`src/rtl/wms_queue.sv`:
```
// small fifo of scan jobs between front and back
`default_nettype none

module wms_queue #(
   parameter int WIDTH = 8,
   parameter int DEPTH = 4
) (
   input  wire logic             clock,
   input  wire logic             reset,
   input  wire logic             push,
   input  wire logic [WIDTH-1:0] push_data,
   input  wire logic             pop,
   output logic      [WIDTH-1:0] pop_data,
   output logic                  full,
   output logic                  empty
);
   localparam int AW = (DEPTH > 1) ? $clog2(DEPTH) : 1;
   localparam int CW = $clog2(DEPTH + 1);

   logic [WIDTH-1:0] slot_ff [DEPTH];
   logic [AW-1:0]    wptr_ff, wptr_in;
   logic [AW-1:0]    rptr_ff, rptr_in;
   logic [CW-1:0]    count_ff, count_in;
   logic             do_push, do_pop;

   assign full     = (count_ff == CW'(DEPTH));
   assign empty    = (count_ff == '0);
   assign do_push  = push && !full;
   assign do_pop   = pop && !empty;
   assign pop_data = slot_ff[rptr_ff];

   always_comb begin
      wptr_in  = wptr_ff;
      rptr_in  = rptr_ff;
      count_in = count_ff;
      if (do_push) begin
         wptr_in = (wptr_ff == AW'(DEPTH - 1)) ? '0 : wptr_ff + 1'b1;
      end
      if (do_pop) begin
         rptr_in = (rptr_ff == AW'(DEPTH - 1)) ? '0 : rptr_ff + 1'b1;
      end
      priority if (do_push && !do_pop) begin
         count_in = count_ff + 1'b1;
      end else if (do_pop && !do_push) begin
         count_in = count_ff - 1'b1;
      end else begin
         // both or neither, count holds
         count_in = count_ff;
      end
   end

   always_ff @(posedge clock) begin
      if (reset) begin
         wptr_ff  <= '0;
         rptr_ff  <= '0;
         count_ff <= '0;
      end else begin
         wptr_ff  <= wptr_in;
         rptr_ff  <= rptr_in;
         count_ff <= count_in;
      end
      if (do_push) begin
         slot_ff[wptr_ff] <= push_data;
      end
   end
endmodule

`default_nettype wire

```
`config.mk`:
```
export PLATFORM = sky130hd
export DESIGN_NAME = wms_queue
export DESIGN_NICKNAME = d
export VERILOG_FILES = /design/src/rtl/wms_queue.sv
export SDC_FILE = /design/constraint.sdc
export NUM_CORES = 1
export LEC_CHECK = 0
export ABC_AREA = 1
export BUFFER_PORTS_ARGS = -buffer_cell sky130_fd_sc_hd__buf_2
export CAP_MARGIN = 20
export CORE_ASPECT_RATIO = 0.7
export CORE_MARGIN = 4
export CORE_UTILIZATION = 45
export CTS_CLUSTER_SIZE = 40
export DETAILED_ROUTE_END_ITERATION = 10
export PLACE_DENSITY = 0.66
export SLEW_MARGIN = 0
export SYNTH_ARGS = -nofsm -noshare
export SYNTH_HDL_FRONTEND = slang
export SYNTH_SLANG_ARGS = --single-unit
```
`constraint.sdc`:
```
create_clock -name clock -period 4.1 [get_ports clock]
set_clock_uncertainty 0.15 [all_clocks]
set_input_delay 0.205 -clock clock [delete_from_list [all_inputs] [get_ports clock]]
set_output_delay 0.205 -clock clock [all_outputs]
set_load 0.03 [all_outputs]
```
==> run_results.csv <==
group,metric,value,unit
synthesis,ys_seq_elements,41,
synthesis,postSynthAreaPerCell,11.54,µm²
setup_path,crit_fanout,17,
placed_design,preCtsSetupSlack,2.094,ns
placed_design,placed_cells,216,
timing,slew_headroom,0.4527,
global_route,global_route.usage.met2,0.2367,
setup_path,crit_path_end_kind,"primary output",
floorplanning,rows,18,
synthesis,ys_async_sr_fraction,0,
clock_tree,postCtsResizedCells,0,
cells_and_area,final_cell_mix,"sky130_fd_sc_hd__nor2_1 (33), sky130_fd_sc_hd__edfxtp_1 (32), sky130_fd_sc_hd__buf_2 (21)",
global_route,grt_remaining_overflow,0,
clock_tree,ctsHtreeMaxLevel,2,
cells_and_area,layout_commonest_cell,"sky130_fd_sc_hd__nor2_1",
cells_and_area,final_cell_count_no_fill,233,
cells_and_area,nets,201,
placed_design,dp_hpwl,2.159,mm
clock_tree,max-clock-path-buffers,2,
clock_tree,clkLatencyLatePin,0.28,ns
power,total_leakage_power,0.8154,nW
detailed_routing,num_vias,1134,
job,maxCapViolCount,0,
synthesis,synth.yosys.warnings,0,
synthesis,mappedNetlistArea,1697,µm²
timing,final_period_minus_worst_setup_slack,2.126,ns
timing,slew_viol_final,0,
detailed_routing,detail-route-antenna-nets,0,
global_route,grt_most_used_layer,"met2",
floorplanning,floorplan.core_area,3581,µm²
timing,layout_worst_path_cycle_share,0.5186,
detailed_routing,avgViaCountPerCell,4.867,
detailed_routing,detail_route.drc_violations,0,
global_route,first_global_vias,1085,
cells_and_area,fillCellCount,293,
placed_design,gp_congestion,0.8057,
clock_tree,clock_root_buffer,"sky130_fd_sc_hd__clkbuf_8",
global_route,largest_net_degree_at_the_start_of_global_routing,18,
timing,setup_viol,0,
timing,grt_setup_unrepaired,"no",
timing,postLayoutSetupSlackWorst,1.974,ns
detailed_routing,dr.first_iter.drc_count,86,
floorplanning,boundaryPins,22,
hold_path,worst_hold_path_type,"input pin to flop",
power,power.ir.vdd_worst,0.2991,mV
clock_tree,clock_sinks,41,
cells_and_area,num_antenna_cells,0,
setup_path,cp-start-kind,"flop",
synthesis,netlist_cell_types,19,
floorplanning,dieWidth,81.39,µm
floorplanning,floorplan.die.height,59.38,µm
synthesis,synth_top_flop_cell,"sky130_fd_sc_hd__edfxtp_1",
cells_and_area,synth_to_layout_area_growth,19.17,%
power,power_density,643.4,nW/µm²
setup_path,crit_path_required_time,3.74,ns
timing,timing.setup.tns,0,ns
cells_and_area,drive_gt1_frac,0.1749,
timing,final_hold_viol_count,0,
synthesis,synth_fp_nets,166,
detailed_routing,detail_route.first_pass.iterations,4,
global_route,global_route.usage.met3,0.04103,
global_route,antenna_found_initial,0,
global_route,groute.usage.overall,0.1415,
synthesis,syn_inst,147,
global_route,met1_usage,0.1658,
timing,fmax,0.4703,GHz
status,status,"finished, final reports clean",
placed_design,number_of_buffers_added_on_ports,21,
setup_path,timing.critical_path.arrival,1.77,ns
floorplanning,initial_core_util,0.4738,
global_route,grt_pass1_wl,4.871,mm
detailed_routing,postRouteWirelength,3.135,mm
timing,max_slew.worst_pin.slew,0.8179,ns
setup_path,startpoint_to_endpoint_class_of_the_critical_path,"flop to primary output",
clock_tree,path_clk_slew,0.07,ns
detailed_routing,routed_wire_length_per_instance,13.45,µm
synthesis,synth-edff-count,32,
clock_tree,cts-buffers-inserted,5,
clock_tree,tritoncts,"yes",
synthesis,synth.yosys.seq_area_share,0.6726,
floorplanning,floorplan.die_area,4833,µm²
area by class of cell:
type | instances | area, µm² | area share
Clock buffer | 8 | 90.09 | 0.04455
Multi-Input combinational cell | 86 | 465.4 | 0.2302
Inverter | 18 | 67.56 | 0.03342
Tap cell | 50 | 62.56 | 0.03094
Sequential cell | 41 | 1141 | 0.5644
Timing Repair Buffer | 30 | 195.2 | 0.09653
report_power, final:
| group | leakage [nW] | switching (mW) | internal, mW | total [mW] |
|---|---|---|---|---|
| Clock | 0.0455 | 0.125 | 0.137 | 0.263 |
| Combinational | 0.402 | 0.320 | 0.147 | 0.467 |
| Sequential | 0.368 | 0.0552 | 0.516 | 0.571 |
| Total | 0.815 | 0.501 | 0.800 | 1.30 |
state kept, by name, summed over array words and instances (netlist names), named ones only:
register / cells
slot_ff: 32
count_ff: 3
rptr_ff: 2
wptr_ff: 2
repair_timing:
item                                    in CTS  in global routing
endpoints found under the hold margin       33                  0
buffers inserted                             0                  0
hold buffers                                 9                  0
endpoints found under the setup margin       0                  0
cells in the mapped netlist (all sizes together), types with 2 or more instances:
library cell | n | area (µm²)
nand2 | 14 | 55.06
nand3b | 2 | 15.01
nor2 | 33 | 123.9
inv | 18 | 67.56
o22ai | 8 | 50.05
a21oi | 2 | 10.01
edfxtp | 32 | 960.9
dfxtp | 9 | 180.2
buf | 2 | 22.52
o21ai | 17 | 96.34
ha | 6 | 75.07
path summary, 6_finish.rpt:
kind | slack, ns | from | end | cells after the start
worst max-delay path | 1.97 | flop | pop_data[2] | 4
worst min-delay path | 0.07 | push | wptr_ff[1] | 3
worst min register to register | 0.40 | wptr_ff[1] | wptr_ff[1] | 2
worst max register to register | 2.08 | count_ff[1] | count_ff[2] | 12
layer usage:
layer	vias to the layer above	wire length, µm
met1	529	1387
met3	9	131
met4	0	67
met5	-	0
met2	24	1549
li1	572	-
worst max-delay path: stages (launching register included):
cell and delay (ns):
sky130_fd_sc_hd__dfxtp_1 0.70, sky130_fd_sc_hd__inv_2 0.27, sky130_fd_sc_hd__o21ai_0 0.23, sky130_fd_sc_hd__o22ai_1 0.10, sky130_fd_sc_hd__buf_2 0.19
cell families after synthesis:
logic type,share of synthesized area
flops,0.6726
xor+xnor,0.005163
buf+inv,0.05309
simple gates,0.1209
compound gates,0.09218
fa+ha+maj,0.05605
through the flow:
stage               instance area (µm²)  total power, mW  hold slack [ns]    util
finish                             2022            1.301          0.06636  0.5646
detailed placement                 1842            1.042           0.2345  0.5143
floorplan                          1697           0.9150           0.1274       -
global route                       2022            1.376          0.09146  0.5646
CTS                                2022            1.312          0.06069  0.5646
global placement                   1842            1.018           0.2321  0.5143
Power figures use the tool's default switching activity.
