==> config.mk <==
export PLATFORM = sky130hd
export DESIGN_NAME = wms_ram
export DESIGN_NICKNAME = d
export VERILOG_FILES = /design/src/rtl/wms_ram.sv
export SDC_FILE = /design/constraint.sdc
export NUM_CORES = 1
export LEC_CHECK = 0
export ABC_AREA = 1
export BUFFER_PORTS_ARGS = -buffer_cell sky130_fd_sc_hd__buf_2
export CAP_MARGIN = 5
export CORE_ASPECT_RATIO = 0.75
export CORE_UTILIZATION = 35
export DETAILED_ROUTE_END_ITERATION = 8
export PLACE_DENSITY = 0.61
export SLEW_MARGIN = 20
export SYNTH_ARGS = -nofsm -noshare
export SYNTH_HDL_FRONTEND = slang
export SYNTH_SLANG_ARGS = --single-unit
==> constraint.sdc <==
create_clock -name clock -period 1.3 [get_ports clock]
set_input_delay 0.065 -clock clock [delete_from_list [all_inputs] [get_ports clock]]
set_output_delay 0.065 -clock clock [all_outputs]
set_load 0.05 [all_outputs]
==> src/rtl/wms_ram.sv <==
// generic single write port, single read port ram with registered read
`default_nettype none

module wms_ram #(
   parameter int WIDTH = 8,
   parameter int DEPTH = 16
) (
   input  wire logic                     clock,
   input  wire logic                     we,
   input  wire logic [$clog2(DEPTH)-1:0] waddr,
   input  wire logic [WIDTH-1:0]         wdata,
   input  wire logic                     re,
   input  wire logic [$clog2(DEPTH)-1:0] raddr,
   output logic      [WIDTH-1:0]         rdata
);
   logic [WIDTH-1:0] mem_ff [DEPTH];
   logic [WIDTH-1:0] rdata_ff;

   always_ff @(posedge clock) begin
      if (we) begin
         mem_ff[waddr] <= wdata;
      end
      if (re) begin
         rdata_ff <= mem_ff[raddr];
      end
   end

   assign rdata = rdata_ff;
endmodule

`default_nettype wire

==> qor.yml, run 1 <==
portBuffers: 26
tns_ps: 0
p_leak_nw: 3.00
wirelength_mm: 14.0
synthAdderAreaFrac_pct: 0
setup_viol: 0
crit_chain: "buf_2"
multi_input_area_um2: 1210
critPathRequiredTime_ps: 1240
placed_area_um2: 6320
dp_cells: 789
min_path_type: "in -> reg"
synthXorXnorAreaFrac_pct: 0
hold_viol_final: 0
async_reset_ff_share_pct: 0
grt_pass1_vias: 3889
report.final.slew_viol_count: 0
hold_slack_ps: 59.7
cp_num_cells: 1
power_density_nw_per_um2: 1550
slowest_delay_ps: 410
core_area_um2: 16200
h-tree-depth: 4
maxCapViolCount: 0
synth_common_cells: "nand2_1, edfxtp_1, inv_1"
syn_area_um2: 5850
synth-main-ff-cell: "edfxtp_1"
cts_made_buffers: 17
synth-edff-count: 136
period_share_pct: 91.2
clk_pin_slew_ps: 60
skew_ps: 6.93
crit_buf_inv: 1
area_growth_syn_to_layout_pct: 19.1
synthMuxAreaShare_pct: 0
synth_top_area_share_pct: 69.8
via_per_inst: 4.79
drtAntennaViolNets: 0
fp.dieH_um: 114
cts_setup_buffers: 0
grt_pass1_wl_mm: 22.2
cts_resized: 0
synth-compound-area-share_pct: 0
yosysWarnings: 0
grt_usage_pct: 17.9
design_area_um2: 6960
vias: 3935
peakVddDrop_v: 0.00109
routedWlPerCell_um: 17.1
grt_antenna_before_repair: 0
slew_headroom_pct: 60.4
synth_top_family_by_area: "simple AND/OR/NAND/NOR gates"
tightest_slew_ps: 594
yosysMostFrequentCell: "nand2_1"
cp_top_family: "flip-flops"
crit_path_top_delay_cell: "edfxtp_1"
ys_seq_area_share_pct: 69.8
min_period_ps: 1190
yosysTopAreaCell: "edfxtp_1"
timing_worst_setup_path_type: "reg -> out"
seq_area_um2: 4080
fp.dieArea_um2: 17200
grt_max_degree: 39
synth-simple-area-share_pct: 20.8
cts_buffer_depth: 2
boundaryPins: 27
drc_errors: 0
overflow: 0
postSynthCellCount: 551
maxClockFrequency_mhz: 843
r2r_cells: 6
ys_ff_latch: 136
synth_area_leaders: "edfxtp_1, nand2_1, nand3_1"
fin_cells: 822
clk_latency_ps: 420
syn_area_per_cell_um2: 10.6
syn_nets: 570
critPathMaxFanout: 1
pre_cts_slack_ps: 6.81
firstDrtPassIters: 5
whs_path_depth: 3
antenna_cells: 0
num_rows: 40
cts_root_buffer: "clkbuf_16"
setup.worst_path.end_class: "output pin"
fin_ws_ps: 114
synth.distinct_cells: 11
cp-start-kind: "register"
drt-initial-drc-count: 431
arrival_ps: 1120
initial_core_util_pct: 36.2
nets: 618
fillers: 1526
routabilityCongestion: 0.805
tritoncts: "done"
die_x_um: 151
rsz0062_at_grt: "no"
outcome: "finished, final reports clean"
drive_gt1_share_pct: 13.9
hpwl_mm: 9.04
clock_sinks: 136
==> worst paths after layout <==
kind	from	slack, ps	end
min	raddr[3]	60	rdata[3]$_DFFE_PP_
max	rdata[4]$_DFFE_PP_	110	rdata[4]
max reg2reg	mem_ff[13][7]$_DFFE_PP_	140	rdata[7]$_DFFE_PP_
min reg2reg	mem_ff[2][5]$_DFFE_PP_	760	rdata[5]$_DFFE_PP_
==> kinds of logic (layout without fill, tap and decap cells) <==
logic type,Yosys count,after routing
buffers and inverters,126,187
flip-flops,136,136
AND/OR/NAND/NOR,289,289
==> placed cells by master, fill, tap and decap left out <==
master,synthesis,final
nand3_1,97,97
bufinv_16,0,5
clkinv_1,0,1
inv_2,2,2
clkinv_2,0,6
edfxtp_1,136,136
buf_12,0,4
dlygate4sd3_1,0,1
nand2_1,173,173
nand3b_1,2,2
nor2_1,17,17
clkbuf_16,0,17
buf_2,13,26
inv_1,100,100
clkinvlp_4,0,2
buf_4,4,22
clkinv_4,0,1
==> registers in the layout, summed over array words and instances, names as in the netlist <==
signal	count
mem_ff	128
rdata	8
==> per-stage QoR <==
step           utilization, %  power [W]
2_1_floorplan               -    0.00547
3_3_place_gp             39.1    0.00575
3_5_place_dp             39.1    0.00576
4_1_cts                  43.1     0.0109
5_1_grt                  43.1     0.0111
6_report                 43.1     0.0108
==> power breakdown <==
| part | switching (W) | internal [W] | leakage [nW] |
|---|---|---|---|
| combinational | 0.000504 | 0.000194 | 1.45 |
| clock | 0.00177 | 0.00337 | 0.310 |
| sequential | 0.0000332 | 0.00494 | 1.24 |
| total | 0.00231 | 0.00851 | 3.00 |
==> metal layers <==
metal / global-route usage (%) / routed length, um / up-vias
li1: - / - / 1874
met1: 27.1 / 6750 / 1882
met2: 24.4 / 5900 / 166
met3: 5.24 / 1220 / 13
met4: 5.40 / 160 / 0
met5: 0 / 0 / -
==> final cells by class <==
| class | instances | area share, % |
|---|---|---|
| well taps | 210 | 3.77 |
| flip-flops and latches | 136 | 58.7 |
| multi-input cells | 289 | 17.4 |
| inverters | 102 | 5.50 |
| clock buffers | 17 | 6.11 |
| clock inverters | 15 | 2.98 |
| repair buffers | 53 | 5.54 |
==> timing repair <==
item                       4_1_cts  5_1_grt
hold buffers                     1        0
hold endpoints to repair         8        0
setup endpoints to repair        0        0
Note: power is estimated with default switching activity, not from simulation.
==> run 2, diff against run 1 <==
Settings changed: REMOVE_ABC_BUFFERS set to 1, SKIP_CTS_REPAIR_TIMING set to 1.
==> run 2 against run 1 <==
Effect of this change:
- wire length down 7.2%
- register-to-register slack improved by 40 ps
- via count is 2.6% lower
- final cell count rose by 0.12%
- clock power is 7.6% lower
- setup slack improved by 47 ps
- hold slack got worse by 36 ps
- global-route usage fell by 1.3 points
- largest cell class unchanged
- highest routed layer unchanged
==> qor.yml, run 2 (synthesis results as in run 1) <==
outcome: "finished, final reports clean"
p_int_w: 0.00812
hold_slack_ps: 23.3
regMostFlops: "mem_ff"
portBuffers: 26
cts_buffer_depth: 2
hold_viol_final: 0
placed_area_um2: 6350
arrival_ps: 1070
wirelength_mm: 13.0
cp_top_family: "flip-flops"
slew_headroom_pct: 59.4
antenna_cells: 0
peakVddDrop_v: 0.000773
min_path_type: "in -> reg"
grt_usage_pct: 16.6
utilization_pct: 42.9
grt_pass1_wl_mm: 20.5
crit_path_top_delay_cell: "edfxtp_1"
boundaryPins: 27
die_x_um: 151
report.final.slew_viol_count: 0
crit_buf_inv: 1
clk_latency_ps: 420
routabilityCongestion: 0.806
min_period_ps: 1140
overflow: 0
maxCapViolCount: 0
grt_pass1_vias: 3723
setup_viol: 0
initial_core_util_pct: 36.2
skew_ps: 12.2
cts_made_buffers: 17
fp.dieH_um: 114
total_power_w: 0.0104
crit_chain: "buf_2"
area_growth_syn_to_layout_pct: 18.6
layout.cells.most_common_list: "nand2_1, edfxtp_1, inv_1, nand3_1, buf_2"
p_leak_nw: 2.99
drt-initial-drc-count: 299
clock_sinks: 136
timing_worst_setup_path_type: "reg -> out"
drtAntennaViolNets: 0
power_frac_seq_pct: 47.8
rrSetupSlack_ps: 180
core_area_um2: 16200
nets: 619
routedWlPerCell_um: 15.8
hpwl_mm: 8.63
via_per_inst: 4.66
clk_pin_slew_ps: 60
drive_gt1_share_pct: 14.0
power.switching_w: 0.00228
h-tree-depth: 4
power_density_nw_per_um2: 1500
setup.worst_path.end_class: "output pin"
cts_root_buffer: "clkbuf_16"
tightest_slew_ps: 608
p_sw_share_pct: 21.9
rsz0062_at_grt: "no"
grt_max_degree: 37
tritoncts: "done"
cp-start-kind: "register"
design_area_um2: 6930
grt_antenna_before_repair: 0
critPathMaxFanout: 1
comb_power_share_pct: 6.5
tns_ps: 0
num_rows: 40
critPathRequiredTime_ps: 1240
slowest_delay_ps: 380
maxClockFrequency_mhz: 878
period_share_pct: 87.6
firstDrtPassIters: 4
drc_errors: 0
largest_reg_flops: 128
fp.dieArea_um2: 17200
clockPowerShare_pct: 45.7
vias: 3833
final_common_cell: "nand2_1"
==> run 2: cell type report <==
class | instances | area, um^2
clock buffers | 17 | 425
fillers | 1488 | 9230
repair buffers | 54 | 403
well taps | 210 | 263
inverters | 102 | 383
multi-input cells | 289 | 1210
flip-flops and latches | 136 | 4080
clock inverters | 15 | 160
==> run 2: power groups by stage <==
stage / clock network, W / logic [W] / registers (W)
floorplan: 0 / 0.000265 / 0.00513
global placement: 0 / 0.000670 / 0.00506
detailed placement: 0 / 0.000682 / 0.00506
CTS: 0.00481 / 0.000685 / 0.00497
global route: 0.00498 / 0.000751 / 0.00498
finish: 0.00475 / 0.000676 / 0.00497
==> run 2: through the flow <==
| stage | worst slack (ps) | std cells |
|---|---|---|
| after detailed placement | -5.26 | 791 |
| after floorplan | 114 | 527 |
| after global routing | 113 | 823 |
| after CTS | 133 | 823 |
| after global placement | 8.66 | 791 |
| final | 161 | 823 |
==> run 2: final timing paths <==
check | cells after the start | startpoint | to
hold / removal | 1 | re | rdata[0]$_DFFE_PP_
setup reg to reg | 6 | mem_ff[7][0]$_DFFE_PP_ | rdata[0]$_DFFE_PP_
setup / recovery | 1 | rdata[1]$_DFFE_PP_ | rdata[1]
hold reg to reg | 6 | mem_ff[10][7]$_DFFE_PP_ | rdata[7]$_DFFE_PP_
==> run 2: routing by layer <==
| layer | vias up | track usage [%] | routed length [um] |
|---|---|---|---|
| met3 | 12 | 3.60 | 791 |
| li1 | 1880 | - | - |
| met1 | 1830 | 22.9 | 6010 |
| met5 | - | 0 | 0 |
| met2 | 111 | 24.9 | 6100 |
| met4 | 0 | 7.80 | 125 |
