$ cat config.mk
export PLATFORM = sky130hd
export DESIGN_NAME = wms_back_flat
export DESIGN_NICKNAME = d
export VERILOG_FILES = /design/src/rtl/wms_pkg.sv /design/src/rtl/wms_rsp_if.sv /design/src/rtl/wms_back.sv /design/src/flat_wrapper.sv
export SDC_FILE = /design/constraint.sdc
export NUM_CORES = 1
export LEC_CHECK = 0
export BUFFER_PORTS_ARGS = -buffer_cell sky130_fd_sc_hd__buf_2
export CORE_MARGIN = 10
export CORE_UTILIZATION = 59
export CTS_CLUSTER_SIZE = 28
export DETAILED_ROUTE_END_ITERATION = 10
export PLACE_DENSITY = 0.86
export SETUP_SLACK_MARGIN = 0.1
export SLEW_MARGIN = 20
export SYNTH_ARGS = -nofsm -noshare
export SYNTH_HDL_FRONTEND = slang
export SYNTH_SLANG_ARGS = --single-unit
export TNS_END_PERCENT = 20
$ cat constraint.sdc
create_clock -name clock -period 7.45 [get_ports clock]
set_clock_uncertainty 0.1 [all_clocks]
set_input_delay 0.745 -clock clock [delete_from_list [all_inputs] [get_ports clock]]
set_output_delay 0.745 -clock clock [all_outputs]
set_load 0.005 [all_outputs]
$ cat src/rtl/wms_pkg.sv
// shared types, constants and base coding for the window minimizer select block
`default_nettype none

package wms_pkg;

   localparam int BASE_W     = 8;
   localparam int KLEN_W     = 5;
   localparam int WSIZE_W    = 7;
   localparam int CSR_DATA_W = 7;
   localparam int CSR_IDX_W  = 1;
   localparam int KMER_W     = 42;
   localparam int POS_W      = 32;
   localparam int RANK_W     = 3;
   localparam int CODE_W     = 2;

   // register indexes on the csr port
   localparam logic [CSR_IDX_W-1:0] CSR_KMER_LENGTH = 1'b0;
   localparam logic [CSR_IDX_W-1:0] CSR_WINDOW_SIZE = 1'b1;

   // sequence bytes
   localparam logic [BASE_W-1:0] ASCII_A = 8'h41;
   localparam logic [BASE_W-1:0] ASCII_C = 8'h43;
   localparam logic [BASE_W-1:0] ASCII_G = 8'h47;
   localparam logic [BASE_W-1:0] ASCII_T = 8'h54;

   // rank order a < c < g < n < t
   localparam logic [RANK_W-1:0] RANK_A = 3'd0;
   localparam logic [RANK_W-1:0] RANK_C = 3'd1;
   localparam logic [RANK_W-1:0] RANK_G = 3'd2;
   localparam logic [RANK_W-1:0] RANK_N = 3'd3;
   localparam logic [RANK_W-1:0] RANK_T = 3'd4;

   // packed two-bit base codes
   localparam logic [CODE_W-1:0] CODE_A = 2'd0;
   localparam logic [CODE_W-1:0] CODE_C = 2'd1;
   localparam logic [CODE_W-1:0] CODE_G = 2'd2;
   localparam logic [CODE_W-1:0] CODE_T = 2'd3;

   typedef enum logic [1:0] {
      SCAN_IDLE,
      SCAN_RUN,
      SCAN_LOAD
   } scan_state_type;

   function automatic logic [RANK_W-1:0] base_rank(input logic [BASE_W-1:0] b);
      logic [RANK_W-1:0] r;
      unique case (b)
         ASCII_A: r = RANK_A;
         ASCII_C: r = RANK_C;
         ASCII_G: r = RANK_G;
         ASCII_T: r = RANK_T;
         default: r = RANK_N;
      endcase
      return r;
   endfunction

   // n packs as a
   function automatic logic [CODE_W-1:0] rank_code(input logic [RANK_W-1:0] r);
      logic [CODE_W-1:0] c;
      unique case (r)
         RANK_C:  c = CODE_C;
         RANK_G:  c = CODE_G;
         RANK_T:  c = CODE_T;
         default: c = CODE_A;
      endcase
      return c;
   endfunction

endpackage

`default_nettype wire

$ cat src/rtl/wms_rsp_if.sv
// response channel carrying one minimizer per transfer
`default_nettype none

interface wms_rsp_if;
   import wms_pkg::*;

   logic              valid;
   logic              ready;
   logic [KMER_W-1:0] min_kmer;
   logic [POS_W-1:0]  min_pos;
   logic              kmer_valid;

   modport source (output valid, output min_kmer, output min_pos, output kmer_valid,
                   input ready);
   modport sink   (input valid, input min_kmer, input min_pos, input kmer_valid,
                   output ready);
endinterface

`default_nettype wire

$ cat src/rtl/wms_back.sv
// back end: rescans one window from the ring and registers the minimizer
`default_nettype none

module wms_back #(
   parameter int MAX_K   = 21,
   parameter int MAX_W   = 64,
   parameter int RING_AW = 8
) (
   input  wire logic                              clock,
   input  wire logic                              reset,
   input  wire logic [$clog2(MAX_W+1)-1:0]        window_size,
   input  wire logic                              job_empty,
   input  wire logic [RING_AW-1:0]                job_slot,
   output logic                                   job_pop,
   output logic                                   scan_busy,
   output logic                                   ram_re,
   output logic      [RING_AW-1:0]                ram_raddr,
   input  wire logic [3*MAX_K+wms_pkg::POS_W-1:0] ram_rdata,
   wms_rsp_if.source                              rsp
);
   import wms_pkg::*;

   localparam int KEY_W = 3 * MAX_K;
   localparam int WW    = $clog2(MAX_W + 1);

   scan_state_type     state_ff, state_in;
   logic [RING_AW-1:0] addr_ff, addr_in;
   logic [WW-1:0]      issue_left_ff, issue_left_in;
   logic [WW-1:0]      cmp_left_ff, cmp_left_in;
   logic               pend_ff, pend_in;
   logic               first_ff, first_in;
   logic [KEY_W-1:0]   best_key_ff, best_key_in;
   logic [POS_W-1:0]   best_pos_ff, best_pos_in;
   logic               rsp_valid_ff, rsp_valid_in;
   logic [KMER_W-1:0]  kmer_ff, kmer_in;
   logic [POS_W-1:0]   pos_ff, pos_in;
   logic               kval_ff, kval_in;
   logic [KEY_W-1:0]   rd_key;
   logic [POS_W-1:0]   rd_pos;
   logic [KMER_W-1:0]  packed_kmer;
   logic               packed_ok;
   logic               out_free;

   assign rd_key    = ram_rdata[POS_W +: KEY_W];
   assign rd_pos    = ram_rdata[POS_W-1:0];
   assign out_free  = !rsp_valid_ff || rsp.ready;
   assign ram_raddr = addr_ff;
   // ring reads of the current job still outstanding
   assign scan_busy = (state_ff == SCAN_RUN);

   // per base: key digit to two-bit code, masked digits are a and never n
   always_comb begin
      packed_kmer = '0;
      packed_ok   = 1'b1;
      for (int j = 0; j < MAX_K; j++) begin
         packed_kmer[2*j +: 2] = rank_code(best_key_ff[3*j +: 3]);
         if (best_key_ff[3*j +: 3] == RANK_N) begin
            packed_ok = 1'b0;
         end
      end
   end

   always_comb begin
      state_in      = state_ff;
      addr_in       = addr_ff;
      issue_left_in = issue_left_ff;
      cmp_left_in   = cmp_left_ff;
      pend_in       = 1'b0;
      first_in      = first_ff;
      best_key_in   = best_key_ff;
      best_pos_in   = best_pos_ff;
      rsp_valid_in  = rsp_valid_ff && !rsp.ready;
      kmer_in       = kmer_ff;
      pos_in        = pos_ff;
      kval_in       = kval_ff;
      job_pop       = 1'b0;
      ram_re        = 1'b0;
      unique case (state_ff)
         SCAN_IDLE: begin
            if (!job_empty) begin
               job_pop       = 1'b1;
               // oldest entry of the window first so ties keep the earliest
               addr_in       = job_slot - RING_AW'(window_size) + 1'b1;
               issue_left_in = window_size;
               cmp_left_in   = window_size;
               first_in      = 1'b1;
               state_in      = SCAN_RUN;
            end
         end
         SCAN_RUN: begin
            if (issue_left_ff != '0) begin
               ram_re        = 1'b1;
               addr_in       = addr_ff + 1'b1;
               issue_left_in = issue_left_ff - 1'b1;
               pend_in       = 1'b1;
            end
            if (pend_ff) begin
               first_in    = 1'b0;
               cmp_left_in = cmp_left_ff - 1'b1;
               if (first_ff || (rd_key < best_key_ff)) begin
                  best_key_in = rd_key;
                  best_pos_in = rd_pos;
               end
               if (cmp_left_ff == WW'(1)) begin
                  state_in = SCAN_LOAD;
               end
            end
         end
         SCAN_LOAD: begin
            if (out_free) begin
               rsp_valid_in = 1'b1;
               kmer_in      = packed_kmer;
               pos_in       = best_pos_ff;
               kval_in      = packed_ok;
               state_in     = SCAN_IDLE;
            end
         end
         default: state_in = SCAN_IDLE;
      endcase
   end

   always_ff @(posedge clock) begin
      if (reset) begin
         state_ff     <= SCAN_IDLE;
         pend_ff      <= 1'b0;
         rsp_valid_ff <= 1'b0;
      end else begin
         state_ff     <= state_in;
         pend_ff      <= pend_in;
         rsp_valid_ff <= rsp_valid_in;
      end
      addr_ff       <= addr_in;
      issue_left_ff <= issue_left_in;
      cmp_left_ff   <= cmp_left_in;
      first_ff      <= first_in;
      best_key_ff   <= best_key_in;
      best_pos_ff   <= best_pos_in;
      kmer_ff       <= kmer_in;
      pos_ff        <= pos_in;
      kval_ff       <= kval_in;
   end

   assign rsp.valid      = rsp_valid_ff;
   assign rsp.min_kmer   = kmer_ff;
   assign rsp.min_pos    = pos_ff;
   assign rsp.kmer_valid = kval_ff;

   a_pend_has_compare: assert property (@(posedge clock) disable iff (reset)
      (state_ff == SCAN_RUN && pend_ff) |-> (cmp_left_ff != '0))
      else $error("read returned with no compare left");

   a_issue_behind: assert property (@(posedge clock) disable iff (reset)
      (state_ff == SCAN_RUN) |-> (issue_left_ff <= cmp_left_ff))
      else $error("more reads outstanding than compares");

   a_result_from_load: assert property (@(posedge clock) disable iff (reset)
      $rose(rsp_valid_ff) |-> ($past(state_ff) == SCAN_LOAD))
      else $error("result raised outside the load step");
endmodule

`default_nettype wire

$ cat src/flat_wrapper.sv
// flat-port wrapper written by rule: the top's interface ports become plain ports
module wms_back_flat import wms_pkg::*;
#(
   parameter int MAX_K   = 21,
   parameter int MAX_W   = 64,
   parameter int RING_AW = 8
)
  (clock, reset, window_size, job_empty, job_slot, job_pop, scan_busy, ram_re, ram_raddr, ram_rdata, rsp_valid, rsp_min_kmer, rsp_min_pos, rsp_kmer_valid, rsp_ready);
  wms_rsp_if rsp_i ();
  input  wire logic clock;
  input  wire logic reset;
  input  wire logic [$clog2(MAX_W+1)-1:0] window_size;
  input  wire logic job_empty;
  input  wire logic [RING_AW-1:0] job_slot;
  output logic job_pop;
  output logic scan_busy;
  output logic ram_re;
  output logic      [RING_AW-1:0] ram_raddr;
  input  wire logic [3*MAX_K+wms_pkg::POS_W-1:0] ram_rdata;
  output wire logic [$bits(rsp_i.valid)-1:0] rsp_valid;
  output wire logic [$bits(rsp_i.min_kmer)-1:0] rsp_min_kmer;
  output wire logic [$bits(rsp_i.min_pos)-1:0] rsp_min_pos;
  output wire logic [$bits(rsp_i.kmer_valid)-1:0] rsp_kmer_valid;
  input wire logic [$bits(rsp_i.ready)-1:0] rsp_ready;
  assign rsp_valid = rsp_i.valid;
  assign rsp_min_kmer = rsp_i.min_kmer;
  assign rsp_min_pos = rsp_i.min_pos;
  assign rsp_kmer_valid = rsp_i.kmer_valid;
  assign rsp_i.ready = rsp_ready;
  wms_back #(.MAX_K(MAX_K), .MAX_W(MAX_W), .RING_AW(RING_AW)) u_core (.clock(clock), .reset(reset), .window_size(window_size), .job_empty(job_empty), .job_slot(job_slot), .job_pop(job_pop), .scan_busy(scan_busy), .ram_re(ram_re), .ram_raddr(ram_raddr), .ram_rdata(ram_rdata), .rsp(rsp_i));
endmodule
==> flow_summary.toml <==
[outcome]
outcome = "completed"

[placement]
hpwl_um = 16000
placed_cell_area_um2 = 10300
place.gp.congestion = 0.874
dp.cells = 1070
io_buffer_count = 200

[pwr]
power_density_nw_per_um2 = 215
ir_drop_mv = 0.174
p_total_mw = 2.35
leakage_nw = 4.56

[final_layout]
nets = 1096
finalNonFillerCells = 1113
fin_area_um2 = 10900
multi_input_area_um2 = 2890
seqCellArea_um2 = 5880
drive_gt1_share_pct = 27.7
fillerInstances = 972
syn_to_final_growth_pct = 20.3
final_common_cell = "buf_2"
most-common-layout-cells = "buf_2 (200), edfxtp_1 (193), ha_1 (80)"

[floorplanning]
start_util_pct = 60.0
die_w_um = 144
ioPinCount = 201
core.rowCount = 45
die_area_um2 = 20800
coreArea_um2 = 15100
die_h_um = 144

[global_route]
antenna_found_initial = 13
grt_max_degree = 76
grt_first_pass_wirelength_um = 31900
grt-ovfl-total = 0
grt_usage_pct = 20.3
grt_pass1_vias = 6198

[sta]
period_needed_ns = 3.67
rsz0062_at_grt = "no"
hold_violations = 0
worst_slew_pin_slew_ns = 0.968
setup_tns_ns = 0
setup_viol = 0
finalCritPeriodShare_pct = 49.3
slew_headroom_pct = 35.5
hold_ws_ns = 0.311
timing.fmax_mhz = 272
drv_slew = 0

[critical_path]
max_stage_delay_ns = 0.67
cp_slowest_cell = "buf_4"
path_buf_inv = 2
r2r_slack_ns = 3.78
cp-end-kind = "flip-flop"
cp_cell_sequence = "nand2b_1 -> inv_2 -> nand2_1 -> a211oi_1 -> o211ai_1 -> a21oi_1 -> a31o_4 -> buf_4"
crit_family = "buffers and inverters"
cp.required_ns = 7.42
critPathArrivalTime_ns = 3.64
path_class = "flip-flop to flip-flop"
cp_max_fo = 57
startpoint_type = "flip-flop"

[route]
drc = 0
drtPass1Iterations = 7
antenna_left = 0
wl_um = 21100
wire_per_inst_um = 18.9
vias = 6024
avgViaCountPerCell = 5.41
drt_iter0_drc = 346

[synth]
netlist_area_um2 = 9080
synth_edf_count = 193
syn-instance-count = 684
yosysUniqueCellTypes = 46
syn_nets = 879
yosys_warnings = 0
yosys.area.top_type = "edfxtp_1"
syn_area_per_cell_um2 = 13.3
ys_top_cells_by_area = "edfxtp_1 (64%), ha_1 (11%), xnor2_1 (5.0%)"
synth-async-reset-ratio_pct = 0
synth_seq_cells = 197
yosys.area.top_type_share_pct = 63.8
seq_area_frac_synth_pct = 64.7
ys.flop_type = "edfxtp_1"

[cts]
cts.sinks = 197
cts_made_buffers = 17
cts_hold_buffers = 0
htree_levels = 4
cts_tree = "yes"
clock_latency_ns = 0.44
cts_setup_buffers = 0
root_buffer = "clkbuf_16"
cts_resized = 0
cts_buffer_depth = 2
path_clk_slew_ns = 0.07

[hold_path]
hp-class = "flip-flop to flip-flop"

[job]
drv_cap = 0
## metrics by stage
step | util, % | worst slack (ns)
floorplan | - | 2.62
global placement | 68.2 | 3.64
detailed placement | 68.2 | 3.55
CTS | 71.9 | 3.75
global route | 72.0 | 3.49
finish | 72.1 | 3.78
## state kept, by name, summed over array words and instances (netlist names)
| signal | count |
|---|---|
| u_core.best_key_ff | 63 |
| u_core.best_pos_ff | 32 |
| u_core.rsp.kmer_valid | 1 |
| u_core.rsp.valid | 1 |
| u_core.rsp.min_kmer | 42 |
| u_core.rsp.min_pos | 32 |
| u_core.state_ff | 2 |
| u_core.cmp_left_ff | 7 |
| u_core.pend_ff | 1 |
| u_core.issue_left_ff | 7 |
| u_core.ram_raddr | 8 |
| u_core.first_ff | 1 |
## per-layer routing
layer | vias to the layer above | share of wire, % | global-route usage, %
met5 | - | 0.15 | 0
met4 | 6 | 3.3 | 9.99
met3 | 55 | 11 | 8.63
met2 | 251 | 49 | 33.9
met1 | 2811 | 37 | 21.8
li1 | 2901 | - | -
## Yosys cell counts (3+ instances only)
master and number:
nand4_1 11, xnor2_1 52, a21oi_1 45, xor2_1 9
o21ai_0 12, nand3_1 28, nor2b_1 4, nand2b_1 5
inv_1 72, o31ai_1 3, ha_1 80, nor2_1 64
a21o_1 7, inv_2 11, dfxtp_1 4, nor3_1 7
nand3_2 4, edfxtp_1 193, or3_1 3, nand2_1 37
## layout make-up
cell class                      instances  share of cell area, %
Clock buffer                           18                   3.93
Antenna cell                           11                  0.252
Tap cell                              188                   2.15
Clock inverter                         14                   1.20
Sequential cell                       197                   53.8
Inverter                               83                   2.85
Timing Repair Buffer                  202                   9.30
Multi-Input combinational cell        400                   26.5
## cells by family (layout without fill, tap and decap cells)
kind of cell             count (synthesis)  count (layout)  share of synthesized area [%]
buffers and inverters                   87             317                           3.61
flip-flops                             197             197                           64.7
AO/OA/AOI/OAI                           84              84                           5.43
other                                    0              11                              0
adder cells (fa/ha/maj)                 81              81                           11.2
XOR/XNOR                                61              61                           5.88
AND/OR/NAND/NOR                        174             174                           9.12
## worst paths after layout
kind         cells after the start                        startpoint                          endpoint
min                              0  u_core.best_pos_ff[22]$_DFFE_PP_  u_core.rsp.min_pos[22]$_DFFE_PP_
min reg2reg                      0  u_core.best_pos_ff[22]$_DFFE_PP_  u_core.rsp.min_pos[22]$_DFFE_PP_
max reg2reg                      8   u_core.state_ff[1]$_SDFFE_PP0P_   u_core.best_key_ff[3]$_DFFE_PP_
max                              8   u_core.state_ff[1]$_SDFFE_PP0P_   u_core.best_key_ff[3]$_DFFE_PP_
## report_power, final
part,internal [mW],leakage [nW],switching [mW]
Sequential,1.25,1.80,0.0267
Clock,0.444,0.282,0.425
Combinational,0.0926,2.48,0.109
Total,1.79,4.56,0.561
Note: power is estimated with default switching activity, not from simulation.
