[src/rtl/wms_pkg.sv]
// shared types, constants and base coding for the window minimizer select block
`default_nettype none

package wms_pkg;

   localparam int BASE_W     = 8;
   localparam int KLEN_W     = 5;
   localparam int WSIZE_W    = 7;
   localparam int CSR_DATA_W = 7;
   localparam int CSR_IDX_W  = 1;
   localparam int KMER_W     = 42;
   localparam int POS_W      = 32;
   localparam int RANK_W     = 3;
   localparam int CODE_W     = 2;

   // register indexes on the csr port
   localparam logic [CSR_IDX_W-1:0] CSR_KMER_LENGTH = 1'b0;
   localparam logic [CSR_IDX_W-1:0] CSR_WINDOW_SIZE = 1'b1;

   // sequence bytes
   localparam logic [BASE_W-1:0] ASCII_A = 8'h41;
   localparam logic [BASE_W-1:0] ASCII_C = 8'h43;
   localparam logic [BASE_W-1:0] ASCII_G = 8'h47;
   localparam logic [BASE_W-1:0] ASCII_T = 8'h54;

   // rank order a < c < g < n < t
   localparam logic [RANK_W-1:0] RANK_A = 3'd0;
   localparam logic [RANK_W-1:0] RANK_C = 3'd1;
   localparam logic [RANK_W-1:0] RANK_G = 3'd2;
   localparam logic [RANK_W-1:0] RANK_N = 3'd3;
   localparam logic [RANK_W-1:0] RANK_T = 3'd4;

   // packed two-bit base codes
   localparam logic [CODE_W-1:0] CODE_A = 2'd0;
   localparam logic [CODE_W-1:0] CODE_C = 2'd1;
   localparam logic [CODE_W-1:0] CODE_G = 2'd2;
   localparam logic [CODE_W-1:0] CODE_T = 2'd3;

   typedef enum logic [1:0] {
      SCAN_IDLE,
      SCAN_RUN,
      SCAN_LOAD
   } scan_state_type;

   function automatic logic [RANK_W-1:0] base_rank(input logic [BASE_W-1:0] b);
      logic [RANK_W-1:0] r;
      unique case (b)
         ASCII_A: r = RANK_A;
         ASCII_C: r = RANK_C;
         ASCII_G: r = RANK_G;
         ASCII_T: r = RANK_T;
         default: r = RANK_N;
      endcase
      return r;
   endfunction

   // n packs as a
   function automatic logic [CODE_W-1:0] rank_code(input logic [RANK_W-1:0] r);
      logic [CODE_W-1:0] c;
      unique case (r)
         RANK_C:  c = CODE_C;
         RANK_G:  c = CODE_G;
         RANK_T:  c = CODE_T;
         default: c = CODE_A;
      endcase
      return c;
   endfunction

endpackage

`default_nettype wire

[src/rtl/wms_req_if.sv]
// request channel carrying one sequence byte per transfer
`default_nettype none

interface wms_req_if;
   import wms_pkg::*;

   logic              valid;
   logic              ready;
   logic [BASE_W-1:0] base;
   logic              seq_start;

   modport source (output valid, output base, output seq_start, input ready);
   modport sink   (input valid, input base, input seq_start, output ready);
endinterface

`default_nettype wire

[src/rtl/wms_front.sv]
// front end: takes bytes, builds k-mer keys, fills the ring and queues scan jobs
`default_nettype none

module wms_front #(
   parameter int MAX_K   = 21,
   parameter int MAX_W   = 64,
   parameter int RING_AW = 8
) (
   input  wire logic                              clock,
   input  wire logic                              reset,
   wms_req_if.sink                                req,
   input  wire logic                              hist_clear,
   input  wire logic [$clog2(MAX_K+1)-1:0]        kmer_length,
   input  wire logic [$clog2(MAX_W+1)-1:0]        window_size,
   input  wire logic [3*MAX_K-1:0]                key_mask,
   input  wire logic                              job_full,
   input  wire logic                              jobs_drained,
   output logic                                   job_push,
   output logic      [RING_AW-1:0]                job_slot,
   output logic                                   ram_we,
   output logic      [RING_AW-1:0]                ram_waddr,
   output logic      [3*MAX_K+wms_pkg::POS_W-1:0] ram_wdata
);
   import wms_pkg::*;

   localparam int KEY_W  = 3 * MAX_K;
   localparam int HELD_W = $clog2(MAX_W + 1);

   logic [KEY_W-1:0]   recent_ff, recent_in, recent_base;
   logic [POS_W-1:0]   seen_ff, seen_in, seen_base;
   logic [HELD_W-1:0]  held_ff, held_in, held_base;
   logic [RING_AW-1:0] wptr_ff, wptr_in;
   logic               can_take;
   logic               accept;
   logic               kmer_done;

   // a new sequence waits until every queued scan has read its window, so its
   // partial window cannot overwrite ring entries that are still to be scanned
   assign can_take  = !job_full && (!req.seq_start || jobs_drained);
   assign req.ready = can_take;
   assign accept    = req.valid && can_take;

   always_comb begin
      recent_in   = recent_ff;
      seen_in     = seen_ff;
      held_in     = held_ff;
      wptr_in     = wptr_ff;
      kmer_done   = 1'b0;
      job_push    = 1'b0;
      recent_base = req.seq_start ? '0 : recent_ff;
      seen_base   = req.seq_start ? '0 : seen_ff;
      held_base   = req.seq_start ? '0 : held_ff;
      priority if (hist_clear) begin
         recent_in = '0;
         seen_in   = '0;
         held_in   = '0;
      end else if (accept) begin
         recent_in = (recent_base << 3) | KEY_W'(base_rank(req.base));
         seen_in   = (seen_base == '1) ? seen_base : seen_base + 1'b1;
         held_in   = held_base;
         kmer_done = (seen_in >= POS_W'(kmer_length));
         if (kmer_done) begin
            wptr_in  = wptr_ff + 1'b1;
            held_in  = (held_base == HELD_W'(MAX_W)) ? held_base : held_base + 1'b1;
            job_push = (held_in >= window_size);
         end
      end else begin
         // no transfer, history holds
         recent_in = recent_ff;
      end
   end

   assign ram_we    = kmer_done;
   assign ram_waddr = wptr_ff;
   assign ram_wdata = {recent_in & key_mask, seen_in - POS_W'(kmer_length)};
   assign job_slot  = wptr_ff;

   always_ff @(posedge clock) begin
      if (reset) begin
         recent_ff <= '0;
         seen_ff   <= '0;
         held_ff   <= '0;
         wptr_ff   <= '0;
      end else begin
         recent_ff <= recent_in;
         seen_ff   <= seen_in;
         held_ff   <= held_in;
         wptr_ff   <= wptr_in;
      end
   end

   a_push_has_write: assert property (@(posedge clock) disable iff (reset)
      job_push |-> ram_we)
      else $error("scan job queued without a ring write");

   a_held_bound: assert property (@(posedge clock) disable iff (reset)
      held_ff <= HELD_W'(MAX_W))
      else $error("held k-mer count above window capacity");

   a_start_restarts: assert property (@(posedge clock) disable iff (reset)
      (accept && req.seq_start && !hist_clear) |=> (seen_ff == POS_W'(1)))
      else $error("sequence start did not restart the byte count");
endmodule

`default_nettype wire

[src/flat_wrapper.sv]
// flat-port wrapper written by rule: the top's interface ports become plain ports
module wms_front_flat import wms_pkg::*;
#(
   parameter int MAX_K   = 21,
   parameter int MAX_W   = 64,
   parameter int RING_AW = 8
)
  (clock, reset, hist_clear, kmer_length, window_size, key_mask, job_full, jobs_drained, job_push, job_slot, ram_we, ram_waddr, ram_wdata, req_valid, req_base, req_seq_start, req_ready);
  wms_req_if req_i ();
  input  wire logic clock;
  input  wire logic reset;
  input  wire logic hist_clear;
  input  wire logic [$clog2(MAX_K+1)-1:0] kmer_length;
  input  wire logic [$clog2(MAX_W+1)-1:0] window_size;
  input  wire logic [3*MAX_K-1:0] key_mask;
  input  wire logic job_full;
  input  wire logic jobs_drained;
  output logic job_push;
  output logic      [RING_AW-1:0] job_slot;
  output logic ram_we;
  output logic      [RING_AW-1:0] ram_waddr;
  output logic      [3*MAX_K+wms_pkg::POS_W-1:0] ram_wdata;
  input wire logic [$bits(req_i.valid)-1:0] req_valid;
  input wire logic [$bits(req_i.base)-1:0] req_base;
  input wire logic [$bits(req_i.seq_start)-1:0] req_seq_start;
  output wire logic [$bits(req_i.ready)-1:0] req_ready;
  assign req_i.valid = req_valid;
  assign req_i.base = req_base;
  assign req_i.seq_start = req_seq_start;
  assign req_ready = req_i.ready;
  wms_front #(.MAX_K(MAX_K), .MAX_W(MAX_W), .RING_AW(RING_AW)) u_core (.clock(clock), .reset(reset), .req(req_i), .hist_clear(hist_clear), .kmer_length(kmer_length), .window_size(window_size), .key_mask(key_mask), .job_full(job_full), .jobs_drained(jobs_drained), .job_push(job_push), .job_slot(job_slot), .ram_we(ram_we), .ram_waddr(ram_waddr), .ram_wdata(ram_wdata));
endmodule
[config.mk]
export PLATFORM = sky130hd
export DESIGN_NAME = wms_front_flat
export DESIGN_NICKNAME = d
export VERILOG_FILES = /design/src/rtl/wms_pkg.sv /design/src/rtl/wms_req_if.sv /design/src/rtl/wms_front.sv /design/src/flat_wrapper.sv
export SDC_FILE = /design/constraint.sdc
export NUM_CORES = 1
export LEC_CHECK = 0
export BUFFER_PORTS_ARGS = -buffer_cell sky130_fd_sc_hd__buf_2
export CAP_MARGIN = 0
export CORE_MARGIN = 3
export CORE_UTILIZATION = 54
export CTS_BUF_LIST = sky130_fd_sc_hd__clkbuf_16
export DETAILED_ROUTE_END_ITERATION = 16
export PLACE_DENSITY = 0.81
export SLEW_MARGIN = 40
export SYNTH_ARGS = -nofsm -noshare
export SYNTH_HDL_FRONTEND = slang
export SYNTH_SLANG_ARGS = --single-unit
[constraint.sdc]
create_clock -name clock -period 10.2 [get_ports clock]
set_input_delay 1.02 -clock clock [delete_from_list [all_inputs] [get_ports clock]]
set_output_delay 1.02 -clock clock [all_outputs]
set_load 0.005 [all_outputs]
==> results.sh, run 1 <==
export IMPL_status="complete, no violations"
export IMPL_crit_required_ns=9.18
export IMPL_combPwrFrac_pct=10.8
export IMPL_netlist_instances=1060
export IMPL_layout_drive_gt1_share_pct=21.33
export IMPL_die_area_sq_um=16070
export IMPL_wl_per_cell_um=16.85
export IMPL_grt_max_degree=100
export IMPL_slew_headroom_pct=42.79
export IMPL_ir_drop_uv=79.95
export IMPL_p_switching_mw=0.2382
export IMPL_p_leak_nw=4.008
export IMPL_grt_ovfl_total=0
export IMPL_numCtsBuffers=9
export IMPL_route_detailed_drc=0
export IMPL_async_reset_ff_share_pct=0
export IMPL_wirelength_um=23100
export IMPL_hold_ws_ns=0.4973
export IMPL_grt_pass1_wl_um=38100
export IMPL_clock_latency_ns=0.36
export IMPL_dp_hpwl_um=16390
export IMPL_layout_nets=1298
export IMPL_io_buffer_count=203
export IMPL_cts_root_buf="clkbuf_16"
export IMPL_synth_edf_count=0
export IMPL_hp_class="reg2reg"
export IMPL_cts_setup_buffers=0
export IMPL_grt_use_total_pct=28.36
export IMPL_dieHeight_um=126.8
export IMPL_setup_tns_final_ns=0
export IMPL_cts_path_max_buffers=2
export IMPL_maxCapViolCount=0
export IMPL_ios=204
export IMPL_worst_slack_ns=2.103
export IMPL_antenna_found_initial=3
export IMPL_syn_area_sq_um=7874
export IMPL_power_frac_clock_pct=40.3
export IMPL_skew_ns=0.01841
export IMPL_swShare_pct=27.12
export IMPL_critical_path_class="in2out"
export IMPL_ant_nets=0
export IMPL_grt_pass1_vias=7720
export IMPL_synth_seq_area_share_pct=27.97
export IMPL_setup_viol=0
export IMPL_yosysWarnings=0
export IMPL_synth_nets=1172
export IMPL_pre_cts_ws_ns=2.291
export IMPL_via_per_inst=6.066
export IMPL_ys_ff_latch=110
export IMPL_seqPwrFrac_pct=48.9
export IMPL_synth_top_area_share_pct=27.97
export IMPL_cellPowerDensity_nw_per_um2=96.89
export IMPL_syn_area_per_cell_sq_um=7.428
export IMPL_fin_util_pct=64.33
export IMPL_p_int_mw=0.6403
export IMPL_min_period_ns=8.097
export IMPL_cts_tree="built"
export IMPL_h_tree_depth=3
export IMPL_worst_path_max_fanout=20
export IMPL_drt_iter0_drc=784
export IMPL_diodes=0
export IMPL_crit_arrival_ns=7.08
export IMPL_min_period_over_period_pct=79.38
export IMPL_fmax_mhz=123.5
export IMPL_fp_row_count=43
export IMPL_ctsHoldBuffers=0
export IMPL_worst_pin_slew_ns=0.8572
export IMPL_slew_violations=0
export IMPL_ctsResizeCount=0
export IMPL_first_pass_iters=6
export IMPL_clkSinkCount=110
export IMPL_place_gp_congestion=0.9863
export IMPL_ys_types=78
export IMPL_rsz0062_at_grt="false"
export IMPL_synth_area_top_cells="dfxtp_1, nor2_1, nor3b_1"
export IMPL_chipWidth_um=126.8
export IMPL_p_total_mw=0.8786
export IMPL_cts_clk_slew_worst_paths_ns=0.07
export IMPL_synth_area_leader_cell="dfxtp_1"
export IMPL_yosysMostFrequentCell="nor2_1"
export IMPL_start_kind="input pin"
export IMPL_start_util_pct=55.86
export IMPL_coreArea_sq_um=14100
export IMPL_synthToLayoutAreaGrowth_pct=15.16
export IMPL_synthFlopType="dfxtp_1"
export IMPL_finalHoldViolCount=0
export IMPL_vias=8316
export IMPL_synthTopCellsByCount="nor2_1, dfxtp_1, a21oi_1"
export IMPL_cp_end_kind="output port"
==> metal layers <==
metal,track usage [%],wire [um]
met1,35.71,9257
met3,6.695,1954
met2,48.19,11290
met5,0,34
met4,8.580,558
==> cell families (layout without fill, tap and decap cells) <==
kind of cell	count (synthesis)	after routing	synth area share, %
muxes	14	14	1.827
buffers and inverters	128	259	6.992
and+or+nand+nor	521	521	37.14
AOI/OAI and AO/OA	223	223	17.81
xor gates and xnor gates	42	42	4.672
adders and majority gates	22	22	3.591
DFF	110	110	27.97
==> power by group through the flow <==
stage	sequential [mW]	clock (mW)	combinational (mW)
global route	0.430	0.377	0.106
finish	0.430	0.354	0.0948
global placement	0.440	0	0.0922
CTS	0.430	0.360	0.0943
detailed placement	0.440	0	0.0938
floorplan	0.440	0	0.0576
==> stage by stage <==
stage | instances | area [sq um]
after detailed placement | 1355 | 8755
after global routing | 1371 | 9067
final | 1371 | 9067
after floorplan | 1060 | 7874
after CTS | 1371 | 9057
after global placement | 1355 | 8747
==> sequential cells by signal, summed over array words and instances (netlist names) <==
| name | cells |
|---|---|
| u_core.recent_ff | 63 |
| u_core.held_ff | 7 |
| u_core.job_slot | 8 |
| u_core.seen_ff | 32 |
==> worst max-delay path, cell delays in order <==
cell and delay (ns):
buf_2 0.21, nor2b_1 0.32, ha_1 0.32, and3b_1 0.25, nand4_1 0.32, or4_1 0.88, nand4_1 0.28, xor2_1 0.17
nor2_1 0.08, mux2i_1 0.22, nor2_1 0.07, ha_1 0.32, a21boi_0 0.14, o21ai_0 0.22, o21ai_0 0.18, or3b_1 0.46
or3_1 0.46, or3_1 0.54, nor4b_2 0.30, xor2_1 0.16, buf_2 0.12
==> placed cells by master (no fill, tap or decap), drive strengths merged, types with 4 or more instances in the layout <==
cell type	count
nand4b	5
a31oi	9
nand2	60
nor3b	66
a22o	7
and4	10
a211oi	6
xor2	13
a2111oi	4
mux2i	11
nor3	30
or2	6
nor2b	22
or3	21
nand3	21
o211ai	8
and3	76
buf	211
a21oi	88
inv	35
nand2b	8
o21ai	49
o31a	5
nor4	9
clkbuf	9
ha	21
o31ai	6
or4	5
a22oi	4
nand4	18
xnor2	29
dfxtp	110
nand3b	4
nor2	145
==> path summary, 6_finish.rpt <==
check	from	end	slack (ns)	depth (start not counted)
setup / recovery	req_seq_start	ram_wdata[29]	2.10	21
hold / removal	u_core.recent_ff[60]$_SDFF_PP0_	u_core.recent_ff[60]$_SDFF_PP0_	0.50	2
setup reg to reg	u_core.seen_ff[0]$_SDFF_PP0_	u_core.job_slot[1]$_SDFFE_PP0P_	5.04	16
hold reg to reg	u_core.recent_ff[60]$_SDFF_PP0_	u_core.recent_ff[60]$_SDFF_PP0_	0.50	2
==> layout make-up <==
type / instances / area [sq um]
Clock inverter: 7 / 77.57
Clock buffer: 9 / 225.2
Inverter: 32 / 120.1
Fill cell: 1272 / 5029
Timing Repair Buffer: 211 / 1086
Multi-Input combinational cell: 822 / 5131
Sequential cell: 110 / 2202
Tap cell: 180 / 225.2
No activity file was read; power rests on OpenSTA's default activity.
==> run 2: changes to the inputs <==
- clock period: 10.2 -> 7.7 ns (I/O delays scaled with it)
==> run 2 against run 1 <==
  * Combinational power increased by 34%
  * Register-to-register slack got worse by 2.1 ns
  * Setup slack got worse by 1.4 ns
  * Cell area increased by 0.46%
  * Flip-flop and latch count unchanged
  * First-iteration DRC count increased by 1.1%
  * Count of clock-buffer cells in the layout unchanged
  * Non-clock buffer count increased by 4
  * Critical endpoint unchanged
  * Highest routed layer unchanged
==> results.sh, run 2 (synthesis results as in run 1) <==
export IMPL_io_buffer_count=203
export IMPL_start_util_pct=55.86
export IMPL_crit_buf_inv=2
export IMPL_crit_chain="buf_2 -> nor2b_1 -> ha_1 -> and3b_1 -> nand4_1 -> or4_1 -> xnor2_1 -> o21ai_0 -> nand2_1 -> ha_1 -> nor2b_1 -> o21ai_0 -> a21boi_0 -> o21ai_0 -> o21ai_0 -> or3b_1 -> or3_1 -> or3_1 -> nor4b_2 -> xor2_1 -> buf_2"
export IMPL_clkSinkCount=110
export IMPL_fmax_mhz=142.3
export IMPL_place_gp_congestion=1.002
export IMPL_final_common_cell="buf_2"
export IMPL_cp_end_kind="output port"
export IMPL_start_kind="input pin"
export IMPL_wl_per_cell_um=16.69
export IMPL_setup_tns_final_ns=0
export IMPL_cellPowerDensity_nw_per_um2=129.1
export IMPL_slew_headroom_pct=43.59
export IMPL_p_total_mw=1.176
export IMPL_swShare_pct=27.49
export IMPL_clock_latency_ns=0.36
export IMPL_setup_viol=0
export IMPL_diodes=0
export IMPL_ctsResizeCount=0
export IMPL_crit_required_ns=6.93
export IMPL_die_area_sq_um=16070
export IMPL_combPwrFrac_pct=10.8
export IMPL_hp_class="reg2reg"
export IMPL_maxCapViolCount=0
export IMPL_ctsHoldBuffers=0
export IMPL_grt_use_total_pct=27.57
export IMPL_grt_pass1_vias=7745
export IMPL_route_detailed_drc=0
export IMPL_cts_tree="built"
export IMPL_crit_slowest_cell="or4_1"
export IMPL_layout_drive_gt1_share_pct=21.59
export IMPL_first_pass_iters=6
export IMPL_synthToLayoutAreaGrowth_pct=15.68
export IMPL_routed_wl_met3_um=1905
export IMPL_min_period_over_period_pct=91.25
export IMPL_ant_nets=0
export IMPL_dp_hpwl_um=16530
export IMPL_ir_drop_uv=126.8
export IMPL_ios=204
export IMPL_coreArea_sq_um=14100
export IMPL_wl_met2_um=11030
export IMPL_crit_arrival_ns=6.26
export IMPL_register_area_sq_um=2202
export IMPL_status="complete, no violations"
export IMPL_n_fill_cell=1306
export IMPL_critical_path_class="in2out"
export IMPL_regMostFlops="u_core.recent_ff"
export IMPL_crit_top_cell="o21ai_0"
export IMPL_cts_setup_buffers=0
export IMPL_h_tree_depth=3
export IMPL_skew_ns=0.01223
export IMPL_antenna_found_initial=2
export IMPL_rsz0062_at_grt="false"
export IMPL_worst_path_max_fanout=7
export IMPL_grt_pass1_wl_um=37180
export IMPL_numCtsBuffers=9
export IMPL_top_layer="met5"
export IMPL_fp_row_count=43
export IMPL_layout_nets=1302
export IMPL_p_leak_nw=4.028
export IMPL_cts_clk_slew_worst_paths_ns=0.07
export IMPL_via_per_inst=6.066
export IMPL_seqPwrFrac_pct=48.5
export IMPL_cts_root_buf="clkbuf_16"
export IMPL_wirelength_um=22950
export IMPL_slew_violations=0
export IMPL_min_period_ns=7.026
export IMPL_multi_input_comb_area_sq_um=5132
export IMPL_vias=8341
export IMPL_max_stage_delay_ns=0.65
export IMPL_largest_register_ffs=63
export IMPL_fin_util_pct=64.62
export IMPL_critical_path_top_delay_family="simple AND/OR/NAND/NOR gates"
export IMPL_worst_pin_slew_ns=0.8462
export IMPL_finalHoldViolCount=0
export IMPL_p_int_mw=0.8524
export IMPL_wl_met1_um=9367
export IMPL_power_frac_clock_pct=40.7
export IMPL_p_switching_mw=0.3232
export IMPL_cts_path_max_buffers=2
export IMPL_grt_max_degree=93
export IMPL_drt_iter0_drc=793
export IMPL_grt_ovfl_total=0
export IMPL_dieHeight_um=126.8
export IMPL_chipWidth_um=126.8
export IMPL_layout_common_cells="buf_2, nor2_1, dfxtp_1"
==> run 2: worst reg2reg max path, cell delays in order, from the launching register on <==
cell	delay, ns
dfxtp_1	0.44
nor2b_1	0.30
ha_1	0.31
and3b_1	0.25
nand4_1	0.30
or4_1	0.65
nand4_1	0.17
xor2_1	0.15
nor2_1	0.07
ha_1	0.27
o21ai_0	0.07
o21bai_1	0.20
nand4b_1	0.16
and4b_1	0.28
nand2_1	0.11
o21ai_1	0.11
buf_4	0.21
or4_1	0.50
a21oi_1	0.14
==> run 2: layout make-up <==
cell class	instances	share of cell area, %
Sequential cell	110	24.18
Multi-Input combinational cell	822	56.35
Clock buffer	9	2.473
Inverter	32	1.319
Clock inverter	7	0.9615
Tap cell	180	2.473
Timing Repair Buffer	215	12.25
==> run 2: layer usage <==
metal	up-vias	track usage [%]
met2	376	46.95
met5	-	0
met4	4	9.464
met3	56	6.526
li1	4039	-
met1	3866	34.16
==> run 2: stage by stage <==
stage                     cells  hold slack, ns  setup slack (ns)  area, sq um
after floorplan            1060          0.4596            0.4496         7874
after global placement     1359          0.4691            0.9032         8777
after detailed placement   1359          0.4813            0.8224         8786
after CTS                  1375          0.4947            0.7725         9099
after global routing       1375          0.5126            0.1059         9109
final                      1375          0.4999            0.6740         9109
==> run 2: final timing paths <==
| path | end | from | slack (ns) | depth (start not counted) |
|---|---|---|---|---|
| worst max-delay path | ram_wdata[29] | req_seq_start | 0.67 | 21 |
| worst min-delay path | u_core.job_slot[7]$_SDFFE_PP0P_ | u_core.job_slot[7]$_SDFFE_PP0P_ | 0.50 | 2 |
| worst max register to register | u_core.job_slot[7]$_SDFFE_PP0P_ | u_core.seen_ff[0]$_SDFF_PP0_ | 2.90 | 18 |
| worst min register to register | u_core.job_slot[7]$_SDFFE_PP0P_ | u_core.job_slot[7]$_SDFFE_PP0P_ | 0.50 | 2 |
==> run 2: power by group through the flow <==
stage               combinational, mW  clock [mW]  sequential [mW]
floorplan                      0.0763           0            0.583
global placement                0.124           0            0.583
detailed placement              0.126           0            0.583
CTS                             0.127       0.486            0.570
global route                    0.140       0.509            0.570
finish                          0.127       0.479            0.570
